===== config.mk =====
export PLATFORM = sky130hd
export DESIGN_NAME = arp_cache_oldest_replace_top
export DESIGN_NICKNAME = d
export VERILOG_FILES = /design/src/sv/arp_pkg.sv /design/src/sv/arp_ram.sv /design/src/sv/arp_scan.sv /design/src/sv/arp_cache_oldest_replace_top.sv
export SDC_FILE = /design/constraint.sdc
export NUM_CORES = 1
export LEC_CHECK = 0
export BUFFER_PORTS_ARGS = -buffer_cell sky130_fd_sc_hd__buf_2
export CAP_MARGIN = 20
export CORE_MARGIN = 1.5
export CORE_UTILIZATION = 60
export CTS_CLUSTER_SIZE = 28
export DETAILED_ROUTE_END_ITERATION = 12
export MAX_ROUTING_LAYER = met4
export PLACE_DENSITY = 0.85
export SYNTH_ARGS = -nofsm -noshare
export SYNTH_HDL_FRONTEND = slang
export SYNTH_SLANG_ARGS = --single-unit

===== constraint.sdc =====
create_clock -name clk -period 7.4 [get_ports clk]
set_input_delay 0.37 -clock clk [delete_from_list [all_inputs] [get_ports clk]]
set_output_delay 0.37 -clock clk [all_outputs]
set_load 0.02 [all_outputs]

===== src/sv/arp_pkg.sv =====
`timescale 1ns / 1ps
`default_nettype none

package arp_pkg;

  // Table geometry
  localparam int ENTRIES = 8;
  localparam int IDX_W   = (ENTRIES > 1) ? $clog2(ENTRIES) : 1;

  typedef logic [IDX_W-1:0] idx_t;

  // Function codes
  localparam logic FN_UPDATE = 1'b0;
  localparam logic FN_LOOKUP = 1'b1;

  // Result status codes
  localparam logic [2:0] ST_REFRESH = 3'd0;
  localparam logic [2:0] ST_FILL    = 3'd1;
  localparam logic [2:0] ST_REPLACE = 3'd2;
  localparam logic [2:0] ST_DROP    = 3'd3;
  localparam logic [2:0] ST_HIT     = 3'd4;
  localparam logic [2:0] ST_MISS    = 3'd5;

  // Request payload
  typedef struct packed {
    logic        func;
    logic [31:0] ip_addr;
    logic [47:0] mac_addr;
    logic [2:0]  iface_num;
    logic [31:0] now_ms;
  } arp_in_t;

  // Response payload
  typedef struct packed {
    logic [2:0]  status;
    logic [2:0]  slot;
    logic [47:0] mac_out;
  } arp_out_t;

  // One stored cache entry; stamp of zero means empty
  typedef struct packed {
    logic [31:0] ip;
    logic [47:0] mac;
    logic [2:0]  iface;
    logic [31:0] stamp;
  } entry_t;

  localparam int ENTRY_W = $bits(entry_t);

  // Outcome of one pass over the table
  typedef struct packed {
    logic        hit;
    idx_t        hit_idx;
    logic [47:0] hit_mac;
    logic        empty;
    idx_t        empty_idx;
    logic        old;
    idx_t        old_idx;
  } scan_res_t;

  // Sequencer states
  typedef enum logic [1:0] {
    S_IDLE,
    S_SCAN,
    S_WAIT,
    S_DONE
  } state_t;

endpackage

`default_nettype wire


===== src/sv/arp_ram.sv =====
`timescale 1ns / 1ps
`default_nettype none

module arp_ram #(
  parameter int WIDTH  = 8,
  parameter int DEPTH  = 8,
  parameter int ADDR_W = (DEPTH > 1) ? $clog2(DEPTH) : 1
) (
  input  wire logic              clk,
  input  wire logic              we,
  input  wire logic [ADDR_W-1:0] waddr,
  input  wire logic [WIDTH-1:0]  wdata,
  input  wire logic              re,
  input  wire logic [ADDR_W-1:0] raddr,
  output logic      [WIDTH-1:0]  rdata
);

  logic [WIDTH-1:0] mem [DEPTH];

  // One write port, one registered read port
  always_ff @(posedge clk) begin
    if (we) begin
      mem[waddr] <= wdata;
    end
    if (re) begin
      rdata <= mem[raddr];
    end
  end

endmodule

`default_nettype wire


===== src/sv/arp_scan.sv =====
`timescale 1ns / 1ps
`default_nettype none

module arp_scan (
  input  wire logic               clk,
  input  wire logic               rst,
  input  wire logic               start,
  input  wire logic [31:0]        key_ip,
  input  wire logic [31:0]        now_ms,
  input  wire logic               stb,
  input  wire arp_pkg::idx_t      idx,
  input  wire arp_pkg::entry_t    entry,
  output arp_pkg::scan_res_t      res
);

  import arp_pkg::*;

  scan_res_t   acc;
  scan_res_t   acc_next;
  logic [31:0] best;
  logic [31:0] best_next;

  // Compare one entry per strobe: first address match, first empty slot,
  // and oldest stamp strictly below now (lowest index wins on ties)
  always_comb begin
    acc_next  = acc;
    best_next = best;
    if (start) begin
      acc_next  = '0;
      best_next = now_ms;
    end else if (stb) begin
      if (!acc.hit && entry.ip == key_ip) begin
        acc_next.hit     = 1'b1;
        acc_next.hit_idx = idx;
        acc_next.hit_mac = entry.mac;
      end
      if (!acc.empty && entry.stamp == 32'd0) begin
        acc_next.empty     = 1'b1;
        acc_next.empty_idx = idx;
      end
      if (entry.stamp < best) begin
        best_next        = entry.stamp;
        acc_next.old     = 1'b1;
        acc_next.old_idx = idx;
      end
    end
  end

  always_ff @(posedge clk) begin
    if (rst) begin
      acc <= '0;
    end else begin
      acc <= acc_next;
    end
  end

  always_ff @(posedge clk) begin
    best <= best_next;
  end

  assign res = acc;

endmodule

`default_nettype wire


===== src/sv/arp_cache_oldest_replace_top.sv =====
`timescale 1ns / 1ps
`default_nettype none
// A request transfer starts a pass through S_SCAN and S_WAIT; S_DONE then sets rsp_valid.
// Requests are taken one at a time, each pass paced by the single RAM read
// port walking the table one entry per cycle through one shared compare unit.
// A waiting response does not hold off the next request; it stalls that request's write-back and response in S_DONE.
// Reset: synchronous, clears every entry's valid bit so the whole table reads as zeros
// (empty) at once; no clearing pass is needed.

module arp_cache_oldest_replace_top (
  input  wire logic              clk,
  input  wire logic              rst,
  input  wire logic              req_valid,
  output logic                   req_ready,
  input  wire arp_pkg::arp_in_t  req,
  output logic                   rsp_valid,
  input  wire logic              rsp_ready,
  output arp_pkg::arp_out_t      rsp
);

  import arp_pkg::*;

  state_t              state;
  state_t              state_next;
  arp_in_t             req_q;
  idx_t                addr;
  idx_t                addr_next;
  logic                rd_stb;
  idx_t                rd_idx;
  logic                rd_vld;
  logic [ENTRIES-1:0]  valid_bits;
  logic [ENTRY_W-1:0]  ram_q;
  entry_t              entry_rd;
  entry_t              entry_wr;
  scan_res_t           scan_res;
  logic                start;
  logic                rd_en;
  logic                wr_en;
  idx_t                wr_idx;
  logic                finish;
  arp_out_t            rsp_next;

  // Entries never written read as the reset value
  assign entry_rd = rd_vld ? entry_t'(ram_q) : '0;

  assign entry_wr.ip    = req_q.ip_addr;
  assign entry_wr.mac   = req_q.mac_addr;
  assign entry_wr.iface = req_q.iface_num;
  assign entry_wr.stamp = req_q.now_ms;

  arp_ram #(
    .WIDTH (ENTRY_W),
    .DEPTH (ENTRIES),
    .ADDR_W(IDX_W)
  ) u_ram (
    .clk  (clk),
    .we   (wr_en),
    .waddr(wr_idx),
    .wdata(entry_wr),
    .re   (rd_en),
    .raddr(addr),
    .rdata(ram_q)
  );

  // Time limit for the oldest search is taken straight from the incoming transfer
  arp_scan u_scan (
    .clk   (clk),
    .rst   (rst),
    .start (start),
    .key_ip(req_q.ip_addr),
    .now_ms(req.now_ms),
    .stb   (rd_stb),
    .idx   (rd_idx),
    .entry (entry_rd),
    .res   (scan_res)
  );

  // Sequencer: next state, RAM control and the decision at the end of the pass
  always_comb begin
    state_next = state;
    addr_next  = addr;
    req_ready  = (state == S_IDLE);
    start      = 1'b0;
    rd_en      = 1'b0;
    wr_en      = 1'b0;
    wr_idx     = '0;
    finish     = 1'b0;
    rsp_next   = '0;

    // Decision from the completed pass
    if (req_q.func == FN_LOOKUP) begin
      if (scan_res.hit) begin
        rsp_next.status  = ST_HIT;
        rsp_next.slot    = 3'(scan_res.hit_idx);
        rsp_next.mac_out = scan_res.hit_mac;
      end else begin
        rsp_next.status = ST_MISS;
      end
    end else if (scan_res.hit) begin
      rsp_next.status = ST_REFRESH;
      rsp_next.slot   = 3'(scan_res.hit_idx);
      wr_idx          = scan_res.hit_idx;
    end else if (scan_res.empty) begin
      rsp_next.status = ST_FILL;
      rsp_next.slot   = 3'(scan_res.empty_idx);
      wr_idx          = scan_res.empty_idx;
    end else if (scan_res.old) begin
      rsp_next.status = ST_REPLACE;
      rsp_next.slot   = 3'(scan_res.old_idx);
      wr_idx          = scan_res.old_idx;
    end else begin
      rsp_next.status = ST_DROP;
    end

    case (state)
      S_IDLE: begin
        if (req_valid) begin
          start      = 1'b1;
          addr_next  = '0;
          state_next = S_SCAN;
        end
      end
      S_SCAN: begin
        rd_en = 1'b1;
        if (addr == idx_t'(ENTRIES - 1)) begin
          state_next = S_WAIT;
        end else begin
          addr_next = addr + idx_t'(1);
        end
      end
      S_WAIT: begin
        state_next = S_DONE;
      end
      S_DONE: begin
        if (!rsp_valid || rsp_ready) begin
          finish     = 1'b1;
          wr_en      = (req_q.func == FN_UPDATE) &&
                       (rsp_next.status != ST_DROP);
          state_next = S_IDLE;
        end
      end
      default: begin
        state_next = S_IDLE;
      end
    endcase
  end

  // Control registers
  always_ff @(posedge clk) begin
    if (rst) begin
      state      <= S_IDLE;
      rd_stb     <= 1'b0;
      valid_bits <= '0;
      rsp_valid  <= 1'b0;
    end else begin
      state  <= state_next;
      rd_stb <= rd_en;
      if (wr_en) begin
        valid_bits[wr_idx] <= 1'b1;
      end
      if (finish) begin
        rsp_valid <= 1'b1;
      end else if (rsp_ready) begin
        rsp_valid <= 1'b0;
      end
    end
  end

  // Payload registers
  always_ff @(posedge clk) begin
    addr   <= addr_next;
    rd_idx <= addr;
    if (rd_en) begin
      rd_vld <= valid_bits[addr];
    end
    if (start) begin
      req_q <= req;
    end
    if (finish) begin
      rsp <= rsp_next;
    end
  end

endmodule

`default_nettype wire


==> results of run 1 <==
==> registers in the layout (all words and copies together) (netlist names), 2 cells and up <==
| name | count |
|---|---|
| u_ram.rdata | 112 |
| u_scan.res | 60 |
| u_scan.best | 32 |
| entry_wr | 112 |
| valid_bits | 8 |
| rd_idx | 3 |
| u_ram.mem | 896 |
| rsp | 54 |
| addr | 3 |
| state | 2 |
==> synthesized netlist by cell type (5+ instances only) <==
cell type	instances	area, um^2
nand2_1	76	285
nand2b_1	7	43.8
buf_2	8	40.0
nor2_1	35	131
a21oi_1	23	115
mux4_2	226	5090
nand4b_1	6	52.6
and2_1	36	225
nor3_1	12	60.1
inv_1	51	191
buf_1	26	97.6
a22o_1	5	43.8
mux2i_1	58	581
o21a_1	7	52.6
nor2b_1	9	56.3
xor2_1	8	70.1
clkbuf_1	70	263
and3_1	48	300
edfxtp_1	1211	36400
o22ai_1	13	81.3
mux2_2	144	1620
buf_6	6	67.6
ha_1	37	463
nand3_1	58	290
o21ai_0	12	60.1
nor4_1	13	81.3
dfxtp_1	75	1500
==> stage by stage <==
step | setup WS, ns | std cells | utilization [%]
final | 2.93 | 3832 | 69.5
after global routing | 2.80 | 3832 | 69.5
after CTS | 3.00 | 3829 | 69.5
after detailed placement | 3.08 | 3488 | 63.1
after global placement | 3.13 | 3488 | 63.1
after floorplan | 0.630 | 2332 | -
==> area by class of cell <==
| type | count | share of cell area [%] |
|---|---|---|
| Inverter | 52 | 0.349 |
| Clock inverter | 76 | 1.26 |
| Multi-Input combinational cell | 883 | 18.3 |
| Sequential cell | 1286 | 67.8 |
| Timing Repair Buffer | 321 | 4.12 |
| Tap cell | 1060 | 2.37 |
| Antenna cell | 3 | 0.0134 |
| Clock buffer | 151 | 5.82 |
==> metal layers <==
metal / part of all wire (%) / track usage, %
met1: 37 / 34.2
met2: 52 / 44.0
met3: 7.1 / 3.45
met4: 3.2 / 9.79
met5: 0 / -
==> report_power, final <==
part           internal, mW  switching [mW]
registers              9.18           0.544
clock network          3.50            2.64
logic                  1.91            2.17
==> worst max-delay path: stages (launching register included) <==
cell and delay (ns):
edfxtp_1 1.07, buf_4 0.50, nor4_1 0.11, or3_1 0.33
nor2_1 0.25, and2_4 0.85, buf_4 0.83
==> worst min-delay path by stage <==
| stage | startpoint | endpoint | slack [ns] | cells past startpoint |
|---|---|---|---|---|
| floorplan | addr[1] | rd_idx[1] | 0.37 | 0 |
| global placement | u_scan.res[14] | u_scan.res[14] | 0.44 | 2 |
| detailed placement | u_scan.res[32] | u_scan.res[32] | 0.45 | 2 |
| CTS | rst | rsp_valid | 0.04 | 2 |
| global route | rst | valid_bits[4] | 0.08 | 2 |
| finish | rst | rsp_valid | 0.07 | 2 |
==> kinds of logic (layout without fill, tap and decap cells) <==
logic type | Yosys count | in the layout | synth area share [%]
mux | 428 | 428 | 15.0
simple gates | 315 | 315 | 3.37
fa+ha+maj | 37 | 37 | 0.951
flops | 1286 | 1286 | 77.8
other cells | 0 | 3 | 0
compound gates | 94 | 94 | 1.35
xor+xnor | 9 | 9 | 0.162
buf+inv | 163 | 600 | 1.38
==> results.yml, run 1 <==
timing:
  post-route-period-util_pct: 60.4
  whs_ns: 0.0743
  fin_crit_ns: 4.47
  max_slew.worst_pin.slew_ns: 1.13
  rsz0062_at_grt: "no"
  drv_slew: 0
  timing.final.hold_violations: 0
  fmax_mhz: 224
  slew_headroom_pct: 24.5
  setup_viol: 0
  setup-tns-final_ns: 0
  fin_skew_ns: 0.0390
clock_network:
  cts.path.max_buffers: 3
  post-cts-setup-buffers: 0
  clk_pin_slew_ns: 0.06
  ctsRootBufferMaster: "clkbuf_16"
  post_cts_resized: 0
  cts_sinks: 1286
  tritoncts: "yes"
  htree_levels: 3
  holdBufCountCts: 114
  numCtsBuffers: 120
  clk_latency_ns: 0.70
grt:
  grt_overflow_total: 0
  track_usage_pct: 26.6
  grt_max_degree: 162
  grt_first_pass_wirelength_mm: 157
  first_global_vias: 25100
  antenna_found_initial: 3
critical_path:
  worstPathRequired_ns: 7.70
  worstSetupPathType: "flip-flop to flip-flop"
  crit_end: "u_ram.mem[0][42]"
  worstSetupEndpointType: "flip-flop"
  r2r-end: "u_ram.mem[0][42]"
  ff2ff_setup_slack_ns: 2.93
  crit_fanout: 48
  cp.arrival_ns: 4.78
  startpoint: "req_q[115]"
  r2r-start: "req_q[115]"
  start_kind: "flip-flop"
  ff2ff_path_depth: 6
finish:
  nets: 2821
  multi_input_area_um2: 10200
  fillers: 4539
  layout-drive-gt1-share_pct: 28.3
  final_common_cell: "edfxtp_1"
  area_growth_pct: 14.8
  final_cell_mix: "edfxtp_1 (1211), mux4_2 (226), buf_2 (172)"
  design_area_um2: 55900
  regArea_um2: 37900
place:
  place_hpwl_mm: 52.8
  place_congestion: 0.818
  port_buffers: 172
  place_area_um2: 50800
power_and_ir_drop:
  power_mw: 19.9
  pwr_density_cell_nw_per_um2: 357
  vdd_drop_max_mv: 0.320
  leakage_nw: 18.6
route:
  drt.antenna.violating_nets: 0
  first_pass_iters: 6
  drc_errors: 0
  vias: 24400
  drt_iter0_markers: 2508
  wl_mm: 106
  wl_per_cell_um: 27.7
  via_per_inst: 6.37
synth:
  synth.avg_cell_area_um2: 20.9
  synth_seq_area_share_pct: 77.8
  synth_edf_count: 1211
  synth-seq-cells: 1286
  ys_async_sr_fraction_pct: 0
  synth_nets: 2489
  synthFlopType: "edfxtp_1"
  synth_area_um2: 48700
  syn_inst: 2332
  ys_warn_count: 0
  ys_types: 57
floorplanning:
  initial_utilization_pct: 60.5
  die_y_um: 288
  dieArea_um2: 82800
  row_count: 104
  ioPinCount: 176
  chipWidth_um: 288
  core_um2: 80400
status:
  status: "finished clean"
worst_hold_path:
  hold_class: "primary input to flip-flop"
run:
  drv_cap: 0
Note: power is estimated with default switching activity, not from simulation.
==> inputs of run 2 (changes only) <==
--- a/config.mk
+++ b/config.mk
@@ -5,6 +5,7 @@
 export SDC_FILE = /design/constraint.sdc
 export NUM_CORES = 1
 export LEC_CHECK = 0
+export ABC_AREA = 1
 export BUFFER_PORTS_ARGS = -buffer_cell sky130_fd_sc_hd__buf_2
 export CAP_MARGIN = 20
 export CORE_MARGIN = 1.5
==> constraint.sdc (replaced) <==
create_clock -name clk -period 4.5 [get_ports clk]
set_input_delay 0.225 -clock clk [delete_from_list [all_inputs] [get_ports clk]]
set_output_delay 0.225 -clock clk [all_outputs]
set_load 0.02 [all_outputs]
==> results.yml, run 2 <==
status:
  status: "finished clean"
route:
  met1_length_mm: 43.9
  via_per_inst: 6.15
  vias: 32400
  first_pass_iters: 6
  wl_mm: 118
  wl_per_cell_um: 22.4
  drt.antenna.violating_nets: 0
  maxUsedRoutingLayer: "met4"
  dr_wl_met3_mm: 12.7
  drc_errors: 0
  met2_length_mm: 57.9
  drt_iter0_markers: 4017
power_and_ir_drop:
  combPwrFrac_pct: 24.9
  netSwitchingPower_mw: 11.0
  seqPwrFrac_pct: 45.5
  intPower_mw: 23.3
  clkPwrFrac_pct: 29.7
  pwr_density_cell_nw_per_um2: 605
  vdd_drop_max_mv: 0.787
  p_sw_share_pct: 32.1
  leakage_nw: 19.3
synth:
  ys_warn_count: 0
  synth_top_area_share_pct: 73.4
  synth_area_leaders: "edfxtp_1 (73%), nor2_1 (7.5%), o21ai_0 (5.0%), dfxtp_1 (3.0%), nand2_1 (2.1%)"
  synth_area_um2: 49500
  synth_seq_area_share_pct: 76.5
  synth_edf_count: 1211
  syn_inst: 3859
  synth-seq-cells: 1286
  ys_types: 32
  yosysMostFrequentCell: "edfxtp_1"
  yosysTopAreaCell: "edfxtp_1"
  synth.avg_cell_area_um2: 12.8
  synth_commonest_cells: "edfxtp_1 (1211), nor2_1 (992), o21ai_0 (499), nand2_1 (272)"
  synth_nets: 4016
  synthFlopType: "edfxtp_1"
  ys_async_sr_fraction_pct: 0
floorplanning:
  die_y_um: 290
  row_count: 105
  chipWidth_um: 290
  dieArea_um2: 84300
  core_um2: 81800
  ioPinCount: 176
  initial_utilization_pct: 60.5
critical_path:
  ff2ff_setup_slack_ns: 1.15
  worstSetupEndpointType: "flip-flop"
  r2r-end: "u_scan.best[16]"
  crit_fanout: 69
  worstSetupPathType: "flip-flop to flip-flop"
  ff2ff_path_depth: 14
  start_kind: "flip-flop"
  cp.arrival_ns: 3.68
  worstPathRequired_ns: 4.83
  r2r-start: "rd_vld"
run:
  drv_cap: 0
place:
  place_hpwl_mm: 57.7
  port_buffers: 172
  place_congestion: 0.822
worst_hold_path:
  hold_class: "primary input to flip-flop"
  worst_hold_startpoint: "req_valid"
  whs_path_depth: 3
  min_to: "addr[2]"
grt:
  antenna_found_initial: 4
  grt_max_degree: 188
  first_global_vias: 32100
  grt_first_pass_wirelength_mm: 181
  grt_overflow_total: 0
  track_usage_pct: 28.7
timing:
  fmax_mhz: 298
  post-route-period-util_pct: 74.5
  fin_skew_ns: 0.0236
  fin_crit_ns: 3.35
  slew_headroom_pct: 25.9
  setup-tns-final_ns: 0
  max_slew.worst_pin.slew_ns: 1.11
  rsz0062_at_grt: "no"
  whs_ns: 0.0952
  setup_viol: 0
  drv_slew: 0
  timing.final.hold_violations: 0
finish:
  fillers: 5021
  multi_input_area_um2: 10100
  area_growth_pct: 14.3
  final_common_cell: "edfxtp_1"
  regMostFlops: "u_ram.mem"
  nets: 4250
  final_cell_mix: "edfxtp_1 (1211), nor2_1 (990), o21ai_0 (499)"
  largest_register_ffs: 896
  regArea_um2: 37900
  layout-drive-gt1-share_pct: 10.2
clock_network:
  clk_latency_ns: 0.70
  cts_sinks: 1286
  ctsRootBufferMaster: "clkbuf_16"
  cts.path.max_buffers: 3
  clk_pin_slew_ns: 0.06
  post_cts_resized: 0
  htree_levels: 3
  post-cts-setup-buffers: 0
  tritoncts: "yes"
  numCtsBuffers: 120
  holdBufCountCts: 115
## run 2: cell types whose count changed after synthesis, moves of 58 or more
cell      delta
mux2_2     -144
clkbuf_1    +85
mux4_2     -226
o22ai_1     +99
nand2_1    +196
a31oi_1    +112
nor2_1     +957
o21ai_0    +487
inv_1      +104
mux2i_1     -58
## run 2: critical path, stage by stage, from the launching register on
cell and delay [ns]:
edfxtp_1 0.39, buf_12 0.36, nand2_1 0.14, inv_1 0.18
ha_1 0.27, nand2_1 0.12, nor2_1 0.07, nand2_1 0.08
nor2_1 0.05, nand2_1 0.08, nand3_1 0.09, nor2_1 0.44
nand2_1 0.15, nand2_1 0.10, buf_4 0.41
## run 2: worst max-delay path by stage
stage / start / to / cells past startpoint
after floorplan: state[1] / addr[0] / 6
after global placement: rd_vld / u_scan.best[17] / 14
after detailed placement: rd_vld / u_scan.best[17] / 14
after CTS: rd_vld / u_scan.best[2] / 14
after global routing: rd_vld / u_scan.best[2] / 14
final: rd_vld / u_scan.best[16] / 14
## run 2: cell families after synthesis
kind of cell	after synthesis	share of synthesized area, %
AOI/OAI and AO/OA	765	8.34
xor gates and xnor gates	14	0.248
adders and majority gates	37	0.935
buffers and inverters	386	3.12
DFF	1286	76.5
and+or+nand+nor	1371	10.9
## run 2: power by group through the flow
stage / Combinational (mW) / Clock, mW / Sequential, mW
after detailed placement: 8.15 / 0 / 15.8
after global placement: 7.77 / 0 / 15.7
after global routing: 9.40 / 10.7 / 15.7
final: 8.52 / 10.2 / 15.6
after CTS: 8.38 / 10.2 / 15.6
after floorplan: 5.79 / 0 / 15.7
## run 2: layer usage
metal	up-vias	global-route usage, %
met5	-	-
met1	15800	37.1
li1	14200	-
met3	300	5.05
met4	0	11.5
met2	2114	45.7
## run 2: area by class of cell
type | instances | area share (%)
flip-flops and latches | 1286 | 66.9
multi-input cells | 2187 | 17.9
clock buffers | 178 | 6.01
repair buffers | 339 | 4.65
well taps | 1070 | 2.36
inverters | 159 | 1.15
clock inverters | 47 | 0.999
diodes | 3 | 0.0133
## run 2: per-stage QoR
step           area, um^2  cells  total power, mW  worst slack, ns  util, %
6_report            56600   5269             34.2             1.15     69.2
5_1_grt             56600   5269             35.7            0.975     69.2
4_1_cts             56600   5265             34.1             1.20     69.1
3_5_place_dp        51500   4925             23.9             1.23     62.9
3_3_place_gp        51500   4925             23.5             1.31     62.9
2_1_floorplan       49500   3859             21.5            0.227        -
